===== src/rtl/cvbe_pkg.sv =====
`default_nettype none
// ---------------------------------------------------------------------------
// cvbe_pkg
// Shared types and constants for the variable-block-length block encoder.
// ---------------------------------------------------------------------------
package cvbe_pkg;

    // Fixed port field widths.
    localparam int COL_IN_W    = 32;
    localparam int START_OUT_W = 32;
    localparam int LEN_OUT_W   = 8;
    localparam int TDATA_OUT_W = START_OUT_W + LEN_OUT_W;

    // Parameter defaults.
    localparam int COL_BITS_DEF = 32;
    localparam int LEN_BITS_DEF = 8;

    // Result queue geometry.
    localparam int QDEPTH = 4;
    localparam int QPTR_W = $clog2(QDEPTH);
    localparam int QCNT_W = $clog2(QDEPTH + 1);

    // One closed block as it leaves the encoder.
    typedef struct packed {
        logic [START_OUT_W-1:0] start;
        logic [LEN_OUT_W-1:0]   len;
        logic                   row_end;
        logic                   step_last;
    } t_result;

    // Results produced by one item: count (0..2) and the two words in order.
    typedef struct packed {
        logic [1:0] n;
        t_result    r0;
        t_result    r1;
    } t_push;

endpackage
`default_nettype wire


===== src/rtl/csr_to_vbl_block_encoder.sv =====
`default_nettype none
// ---------------------------------------------------------------------------
// csr_to_vbl_block_encoder
// Groups runs of consecutive sparse column indices into start/length blocks.
// ---------------------------------------------------------------------------
// One column index enters per cycle while the queue has room. An item passes
// an input register, where the gap, repeat and full-block checks and the
// length update happen in one pass, and its blocks (none, one or two) go into
// a four-word result queue. The output port moves one word per cycle while
// the receiver is ready, so the sustained rate is one item per cycle while
// items close at most one block each; an item closing two blocks needs a second
// output word. The input stalls while the queue has fewer than two free words.
module csr_to_vbl_block_encoder #(
    parameter int COL_BITS = cvbe_pkg::COL_BITS_DEF,
    parameter int LEN_BITS = cvbe_pkg::LEN_BITS_DEF
) (
    input  wire logic                              i_clk,
    input  wire logic                              i_rst_n,
    input  wire logic                              i_s_tvalid,
    output logic                                   o_s_tready,
    input  wire logic [cvbe_pkg::COL_IN_W-1:0]     i_s_tdata,  // [31:0] col_index
    input  wire logic                              i_s_tlast,  // row_last
    output logic                                   o_m_tvalid,
    input  wire logic                              i_m_tready,
    output logic [cvbe_pkg::TDATA_OUT_W-1:0]       o_m_tdata,  // [31:0] block_start,
                                                               // [39:32] block_len
    output logic                                   o_m_tlast,  // row_end
    output logic                                   o_m_tuser   // step_last
);

    cvbe_pkg::t_push   push;
    cvbe_pkg::t_result head;
    logic              room;

    cvbe_core #(
        .COL_BITS (COL_BITS),
        .LEN_BITS (LEN_BITS)
    ) u_core (
        .i_clk   (i_clk),
        .i_rst_n (i_rst_n),
        .i_valid (i_s_tvalid),
        .i_col   (i_s_tdata),
        .i_last  (i_s_tlast),
        .i_room  (room),
        .o_ready (o_s_tready),
        .o_push  (push)
    );

    cvbe_outq u_outq (
        .i_clk   (i_clk),
        .i_rst_n (i_rst_n),
        .i_push  (push),
        .o_room  (room),
        .o_valid (o_m_tvalid),
        .i_ready (i_m_tready),
        .o_data  (head)
    );

    assign o_m_tdata = {head.len, head.start};
    assign o_m_tlast = head.row_end;
    assign o_m_tuser = head.step_last;

endmodule
`default_nettype wire


===== src/rtl/cvbe_core.sv =====
`default_nettype none
// ---------------------------------------------------------------------------
// cvbe_core
// Input register, open-block state and the single-pass blocking decision.
// ---------------------------------------------------------------------------
module cvbe_core #(
    parameter int COL_BITS = cvbe_pkg::COL_BITS_DEF,
    parameter int LEN_BITS = cvbe_pkg::LEN_BITS_DEF
) (
    input  wire logic                          i_clk,
    input  wire logic                          i_rst_n,
    input  wire logic                          i_valid,
    input  wire logic [cvbe_pkg::COL_IN_W-1:0] i_col,
    input  wire logic                          i_last,
    input  wire logic                          i_room,
    output logic                               o_ready,
    output cvbe_pkg::t_push                    o_push
);

    localparam logic [LEN_BITS-1:0] LEN_MAX = {LEN_BITS{1'b1}};
    localparam logic [LEN_BITS-1:0] LEN_ONE = LEN_BITS'(1);
    localparam logic [COL_BITS-1:0] COL_ONE = COL_BITS'(1);

    logic                r_in_valid;
    logic [COL_BITS-1:0] r_col;
    logic                r_last;

    logic                r_open;
    logic [COL_BITS-1:0] r_start;
    logic [LEN_BITS-1:0] r_len;
    logic [COL_BITS-1:0] r_prior;

    logic                n_open;
    logic [COL_BITS-1:0] n_start;
    logic [LEN_BITS-1:0] n_len;

    logic                advance;
    logic [COL_BITS-1:0] delta;
    logic                emit_a;
    logic [COL_BITS-1:0] mid_start;
    logic [LEN_BITS-1:0] mid_len;
    cvbe_pkg::t_result   res_a;
    cvbe_pkg::t_result   res_b;

    function automatic logic [cvbe_pkg::START_OUT_W-1:0] START_OUT_W_CAST(
        input logic [COL_BITS-1:0] v
    );
        logic [COL_BITS+cvbe_pkg::START_OUT_W-1:0] w;
        w = {{cvbe_pkg::START_OUT_W{1'b0}}, v};
        return w[cvbe_pkg::START_OUT_W-1:0];
    endfunction

    assign advance = r_in_valid && i_room;
    assign o_ready = !r_in_valid || i_room;

    always_ff @(posedge i_clk) begin
        if (!i_rst_n) begin
            r_in_valid <= 1'b0;
        end else if (o_ready) begin
            r_in_valid <= i_valid;
        end
    end

    always_ff @(posedge i_clk) begin
        if (o_ready && i_valid) begin
            r_col  <= COL_BITS'(i_col);
            r_last <= i_last;
        end
    end

    // Consecutiveness is tested modulo 2^COL_BITS.
    assign delta = r_col - r_prior;

    always_comb begin
        emit_a    = 1'b0;
        mid_start = r_start;
        mid_len   = r_len;
        if (!r_open) begin
            mid_start = r_col;
            mid_len   = LEN_ONE;
        end else if (delta == COL_ONE) begin
            if (r_len == LEN_MAX) begin
                emit_a    = 1'b1;
                mid_start = r_col;
                mid_len   = LEN_ONE;
            end else begin
                mid_len = r_len + LEN_ONE;
            end
        end else if (delta != '0) begin
            emit_a    = 1'b1;
            mid_start = r_col;
            mid_len   = LEN_ONE;
        end

        // The end of a row closes whatever block is open after this column.
        n_open  = !r_last;
        n_start = r_last ? '0 : mid_start;
        n_len   = r_last ? '0 : mid_len;

        res_a.start     = START_OUT_W_CAST(r_start);
        res_a.len       = cvbe_pkg::LEN_OUT_W'(r_len);
        res_a.row_end   = 1'b0;
        res_a.step_last = !r_last;

        res_b.start     = START_OUT_W_CAST(mid_start);
        res_b.len       = cvbe_pkg::LEN_OUT_W'(mid_len);
        res_b.row_end   = 1'b1;
        res_b.step_last = 1'b1;

        o_push.n  = advance ? ({1'b0, emit_a} + {1'b0, r_last}) : 2'd0;
        o_push.r0 = emit_a ? res_a : res_b;
        o_push.r1 = res_b;
    end

    always_ff @(posedge i_clk) begin
        if (!i_rst_n) begin
            r_open <= 1'b0;
        end else if (advance) begin
            r_open <= n_open;
        end
    end

    always_ff @(posedge i_clk) begin
        if (advance) begin
            r_start <= n_start;
            r_len   <= n_len;
            r_prior <= r_col;
        end
    end

`ifndef ASSERT_OFF
    a_row_closes: assert property (@(posedge i_clk) disable iff (!i_rst_n)
        advance && r_last |=> !r_open)
        else $error("block still open after the end of a row");

    a_two_needs_row_end: assert property (@(posedge i_clk) disable iff (!i_rst_n)
        o_push.n == 2'd2 |-> (r_last && o_push.r1.row_end && !o_push.r0.row_end))
        else $error("two blocks from one item without a row end");

    a_open_len_nonzero: assert property (@(posedge i_clk) disable iff (!i_rst_n)
        r_open |-> (r_len != '0))
        else $error("open block has zero length");
`endif

endmodule
`default_nettype wire


===== src/rtl/cvbe_outq.sv =====
`default_nettype none
// ---------------------------------------------------------------------------
// cvbe_outq
// Small result queue that takes up to two blocks per cycle and presents one.
// ---------------------------------------------------------------------------
module cvbe_outq (
    input  wire logic              i_clk,
    input  wire logic              i_rst_n,
    input  wire cvbe_pkg::t_push   i_push,
    output logic                   o_room,
    output logic                   o_valid,
    input  wire logic              i_ready,
    output cvbe_pkg::t_result      o_data
);

    cvbe_pkg::t_result               r_mem [cvbe_pkg::QDEPTH];
    logic [cvbe_pkg::QPTR_W-1:0]     r_wp;
    logic [cvbe_pkg::QPTR_W-1:0]     r_rp;
    logic [cvbe_pkg::QCNT_W-1:0]     r_count;
    logic [cvbe_pkg::QCNT_W-1:0]     n_count;
    logic [cvbe_pkg::QPTR_W-1:0]     wp_next;
    logic                            pop;

    assign o_valid = (r_count != '0);
    assign o_data  = r_mem[r_rp];
    assign pop     = o_valid && i_ready;
    // Room for the worst case of two blocks from the next item.
    assign o_room  = (r_count <= cvbe_pkg::QCNT_W'(cvbe_pkg::QDEPTH - 2));
    assign wp_next = r_wp + cvbe_pkg::QPTR_W'(1);
    assign n_count = r_count + cvbe_pkg::QCNT_W'(i_push.n)
                   - cvbe_pkg::QCNT_W'(pop);

    always_ff @(posedge i_clk) begin
        if (!i_rst_n) begin
            r_wp    <= '0;
            r_rp    <= '0;
            r_count <= '0;
        end else begin
            r_wp    <= r_wp + cvbe_pkg::QPTR_W'(i_push.n);
            r_rp    <= r_rp + cvbe_pkg::QPTR_W'(pop);
            r_count <= n_count;
        end
    end

    always_ff @(posedge i_clk) begin
        if (i_push.n != 2'd0) begin
            r_mem[r_wp] <= i_push.r0;
        end
        if (i_push.n == 2'd2) begin
            r_mem[wp_next] <= i_push.r1;
        end
    end

`ifndef ASSERT_OFF
    a_no_overflow: assert property (@(posedge i_clk) disable iff (!i_rst_n)
        r_count <= cvbe_pkg::QCNT_W'(cvbe_pkg::QDEPTH))
        else $error("result queue overflow");

    a_push_has_room: assert property (@(posedge i_clk) disable iff (!i_rst_n)
        (i_push.n != 2'd0) |-> $past(o_room) || !$past(i_rst_n) || o_room
            || (r_count + cvbe_pkg::QCNT_W'(i_push.n)
                <= cvbe_pkg::QCNT_W'(cvbe_pkg::QDEPTH)))
        else $error("blocks pushed into a full queue");
`endif

endmodule
`default_nettype wire


===== config.mk =====
export PLATFORM = sky130hd
export DESIGN_NAME = csr_to_vbl_block_encoder
export DESIGN_NICKNAME = d
export VERILOG_FILES = /design/src/rtl/cvbe_pkg.sv /design/src/rtl/csr_to_vbl_block_encoder.sv /design/src/rtl/cvbe_core.sv /design/src/rtl/cvbe_outq.sv
export SDC_FILE = /design/constraint.sdc
export NUM_CORES = 1
export LEC_CHECK = 0
export ABC_AREA = 1
export BUFFER_PORTS_ARGS = -buffer_cell sky130_fd_sc_hd__buf_2
export CAP_MARGIN = 20
export CELL_PAD_IN_SITES_DETAIL_PLACEMENT = 2
export CELL_PAD_IN_SITES_GLOBAL_PLACEMENT = 2
export CORE_UTILIZATION = 40
export DETAILED_ROUTE_END_ITERATION = 10
export GPL_TIMING_DRIVEN = 0
export HOLD_SLACK_MARGIN = 0.1
export PLACE_DENSITY_LB_ADDON = 0.08
export REMOVE_ABC_BUFFERS = 1
export SLEW_MARGIN = 20
export SYNTH_ARGS = -nofsm -noshare
export SYNTH_HDL_FRONTEND = slang
export SYNTH_SLANG_ARGS = --single-unit
export TNS_END_PERCENT = 10

===== constraint.sdc =====
create_clock -name i_clk -period 15.5 [get_ports i_clk]
set_clock_uncertainty 0.1 [all_clocks]
set_input_delay 4.65 -clock i_clk [delete_from_list [all_inputs] [get_ports i_clk]]
set_output_delay 4.65 -clock i_clk [all_outputs]
set_load 0.01 [all_outputs]

==> flow_summary.ini <==
[cts]
clockBufferDepth = 3
numCtsBuffers = 36
hold_buffers = 0
cts_tree = done
cts_setup_buffers = 0
clockRootBuffer = clkbuf_16
h-tree-depth = 2
cts_resized = 0
clk_pin_slew_worst_paths_ns = 0.06
clock-sinks = 282
clock_latency_ns = 0.58

[worst_setup_path]
cp.required_ns = 15.65
arrival_ns = 8.55
slowest_delay_ns = 0.57
path_buf_inv = 11
crit_slowest_cell = nand3_4
crit_family = simple AND/OR/NAND/NOR gates
cpMostUsedCell = nand2_1
path_max_fanout = 37
start_kind = flop
criticalPathCategory = flop to flop
endpoint_kind = flop

[power_and_ir_drop]
seqPwrFrac = 0.366
irDropWorstVdd_uv = 124.6
p_sw_mw = 1.065
p_per_area_nw_per_um2 = 131.9
clockPowerShare = 0.304
p_int_mw = 1.636
combPwrFrac = 0.330
power.total_mw = 2.701
power_leakage_nw = 9.714
p_sw_frac = 0.3943

[floorplan]
core_area_um2 = 43360
dieArea_um2 = 45030
pin_count = 81
die_y_um = 212.2
std_cell_rows = 76
dieWidth_um = 212.2
start_util = 0.4076

[sta]
tns_ns = 0
max_slew_margin = 0.3210
clock.fmax_mhz = 118.9
rsz0062_at_grt = no
period_share = 0.5425
final_hold_viol_count = 0
worst_slew_pin_slew_ns = 1.017
period_minus_slack_ns = 8.408
drv_slew = 0
timing.final.ws_setup_ns = 7.092
setup_viol = 0

[placement]
place_hpwl_um = 53800
pre_cts_ws_ns = 6.849
place_congestion = 0.8822
io_buffers = 80

[cells_and_area]
fill_cells = 5027
drive_above_1_share = 0.1027
fin_util = 0.4723
nets = 2555
n_antenna_cell = 0
areaGrowthSynthToFinish_pct = 15.86

[synth]
synthCells = 2390
syn_area_um2 = 17680
synth-edff-count = 265
synth.distinct_cells = 34
syn_avg_cell_area_um2 = 7.396
synthFlopType = edfxtp_1
ys_warn_count = 0
async_flop_share = 0
seq_area_frac_synth = 0.4695
ys_seq_elements = 282

[drt]
drt_iter0_markers = 1240
post_drt_wl_per_cell_um = 25.75
final_antenna_net_count = 0
first_pass_iters = 5
vias_per_cell = 5.830
drt_wl_total_um = 79510
num_vias = 18000
drc = 0

[global_routing]
antenna_found_initial = 0
grt_pass1_wl_um = 119400
track_usage = 0.3528
grt_overflow = 0
grt_start_max_net_pins = 65
first_global_vias = 20290

[worst_hold_path]
hold_class = flop to flop

[run]
drv_cap = 0

[run_status]
status = finished clean
through the flow:
stage                     instances  hold WS (ns)  area (µm²)
after floorplan                2284        0.3457       17240
after global placement         2949        0.3622       18370
after detailed placement       3023        0.3869       19370
after CTS                      3087        0.3969       20450
after global routing           3088        0.4133       20480
final                          3088        0.3972       20480
worst reg2reg max path, delay by kind of cell, from the launching register on:
| family | cells | cell delay [ns] |
|---|---|---|
| and+or+nand+nor | 16 | 3.96 |
| buffers and inverters | 11 | 2.35 |
| adders and majority gates | 3 | 1.16 |
| DFF | 1 | 0.50 |
cell usage after synthesis (all sizes together) (15+ instances only):
cell    number  share of area
nand2      859           0.18
nor3        15         0.0042
a21oi       55          0.016
edfxtp     265           0.45
nand3      258          0.079
o22ai       48          0.017
ha          39          0.028
nor2       246          0.054
nand4       46          0.016
dfxtp       17          0.019
inv        266          0.056
o21ai      137          0.039
buf         28         0.0081
clkbuf      78          0.017
per-layer routing:
| layer | GRT usage | part of all wire | vias up |
|---|---|---|---|
| li1 | - | - | 8013 |
| met1 | 0.4077 | 0.40 | 9109 |
| met2 | 0.6433 | 0.51 | 655 |
| met3 | 0.04195 | 0.050 | 227 |
| met4 | 0.1722 | 0.043 | 0 |
| met5 | 0 | 0 | - |
cell type report:
cell class / count / area, µm² / share of cell area
flip-flops and latches: 282 / 8305 / 0.4055
multi-input cells: 1731 / 8038 / 0.3925
repair buffers: 155 / 1296 / 0.06329
inverters: 271 / 1022 / 0.04991
clock buffers: 50 / 1015 / 0.04955
well taps: 585 / 732.0 / 0.03574
clock inverters: 14 / 71.32 / 0.003482
cell families (layout without fill, tap and decap cells):
| family | after synthesis | after routing | synth area share |
|---|---|---|---|
| and+or+nand+nor | 1436 | 1436 | 0.3402 |
| buffers and inverters | 377 | 490 | 0.08225 |
| DFF | 282 | 282 | 0.4695 |
| AOI/OAI and AO/OA | 244 | 244 | 0.07326 |
| adders and majority gates | 41 | 41 | 0.02987 |
| xor gates and xnor gates | 10 | 10 | 0.004955 |
power groups by stage:
| stage | sequential, mW | combinational [mW] | clock, mW |
|---|---|---|---|
| 6_report | 0.988 | 0.891 | 0.822 |
| 5_1_grt | 0.992 | 0.964 | 0.849 |
| 4_1_cts | 0.984 | 0.881 | 0.827 |
| 3_5_place_dp | 0.998 | 0.859 | 0 |
| 3_3_place_gp | 1.02 | 0.756 | 0 |
| 2_1_floorplan | 0.976 | 0.502 | 0 |
registers in the layout (all words and copies together), names as in the netlist, 2 cells and up:
name            count
u_core.r_col       32
u_core.r_len        8
u_core.r_prior     32
u_core.r_start     32
u_outq.r_count      3
u_outq.r_mem      168
u_outq.r_rp         2
u_outq.r_wp         2
final timing paths:
path / endpoint / cells past startpoint / start / slack, ns
worst min register to register: u_outq.r_mem[2][0]$_SDFFE_PP1P_ / 2 / u_outq.r_mem[2][0]$_SDFFE_PP1P_ / 0.40
worst min-delay path: u_outq.r_mem[2][0]$_SDFFE_PP1P_ / 2 / u_outq.r_mem[2][0]$_SDFFE_PP1P_ / 0.40
worst max register to register: u_outq.r_mem[3][16]$_DFFE_PP_ / 30 / u_core.r_col[0]$_DFFE_PP_ / 7.09
worst max-delay path: u_outq.r_mem[3][16]$_DFFE_PP_ / 30 / u_core.r_col[0]$_DFFE_PP_ / 7.09
layout by cell type, fill, tap and decap left out, types with 39 or more instances in the layout:
cell and count:
a21oi_1 54, o22ai_1 48, inv_1 255, nand4_1 46, buf_4 41, nor2_1 241
ha_1 39, nand2_1 854, nand3_1 238, edfxtp_1 265, o21ai_0 129, buf_2 80
(Power assumes the default switching activity.)
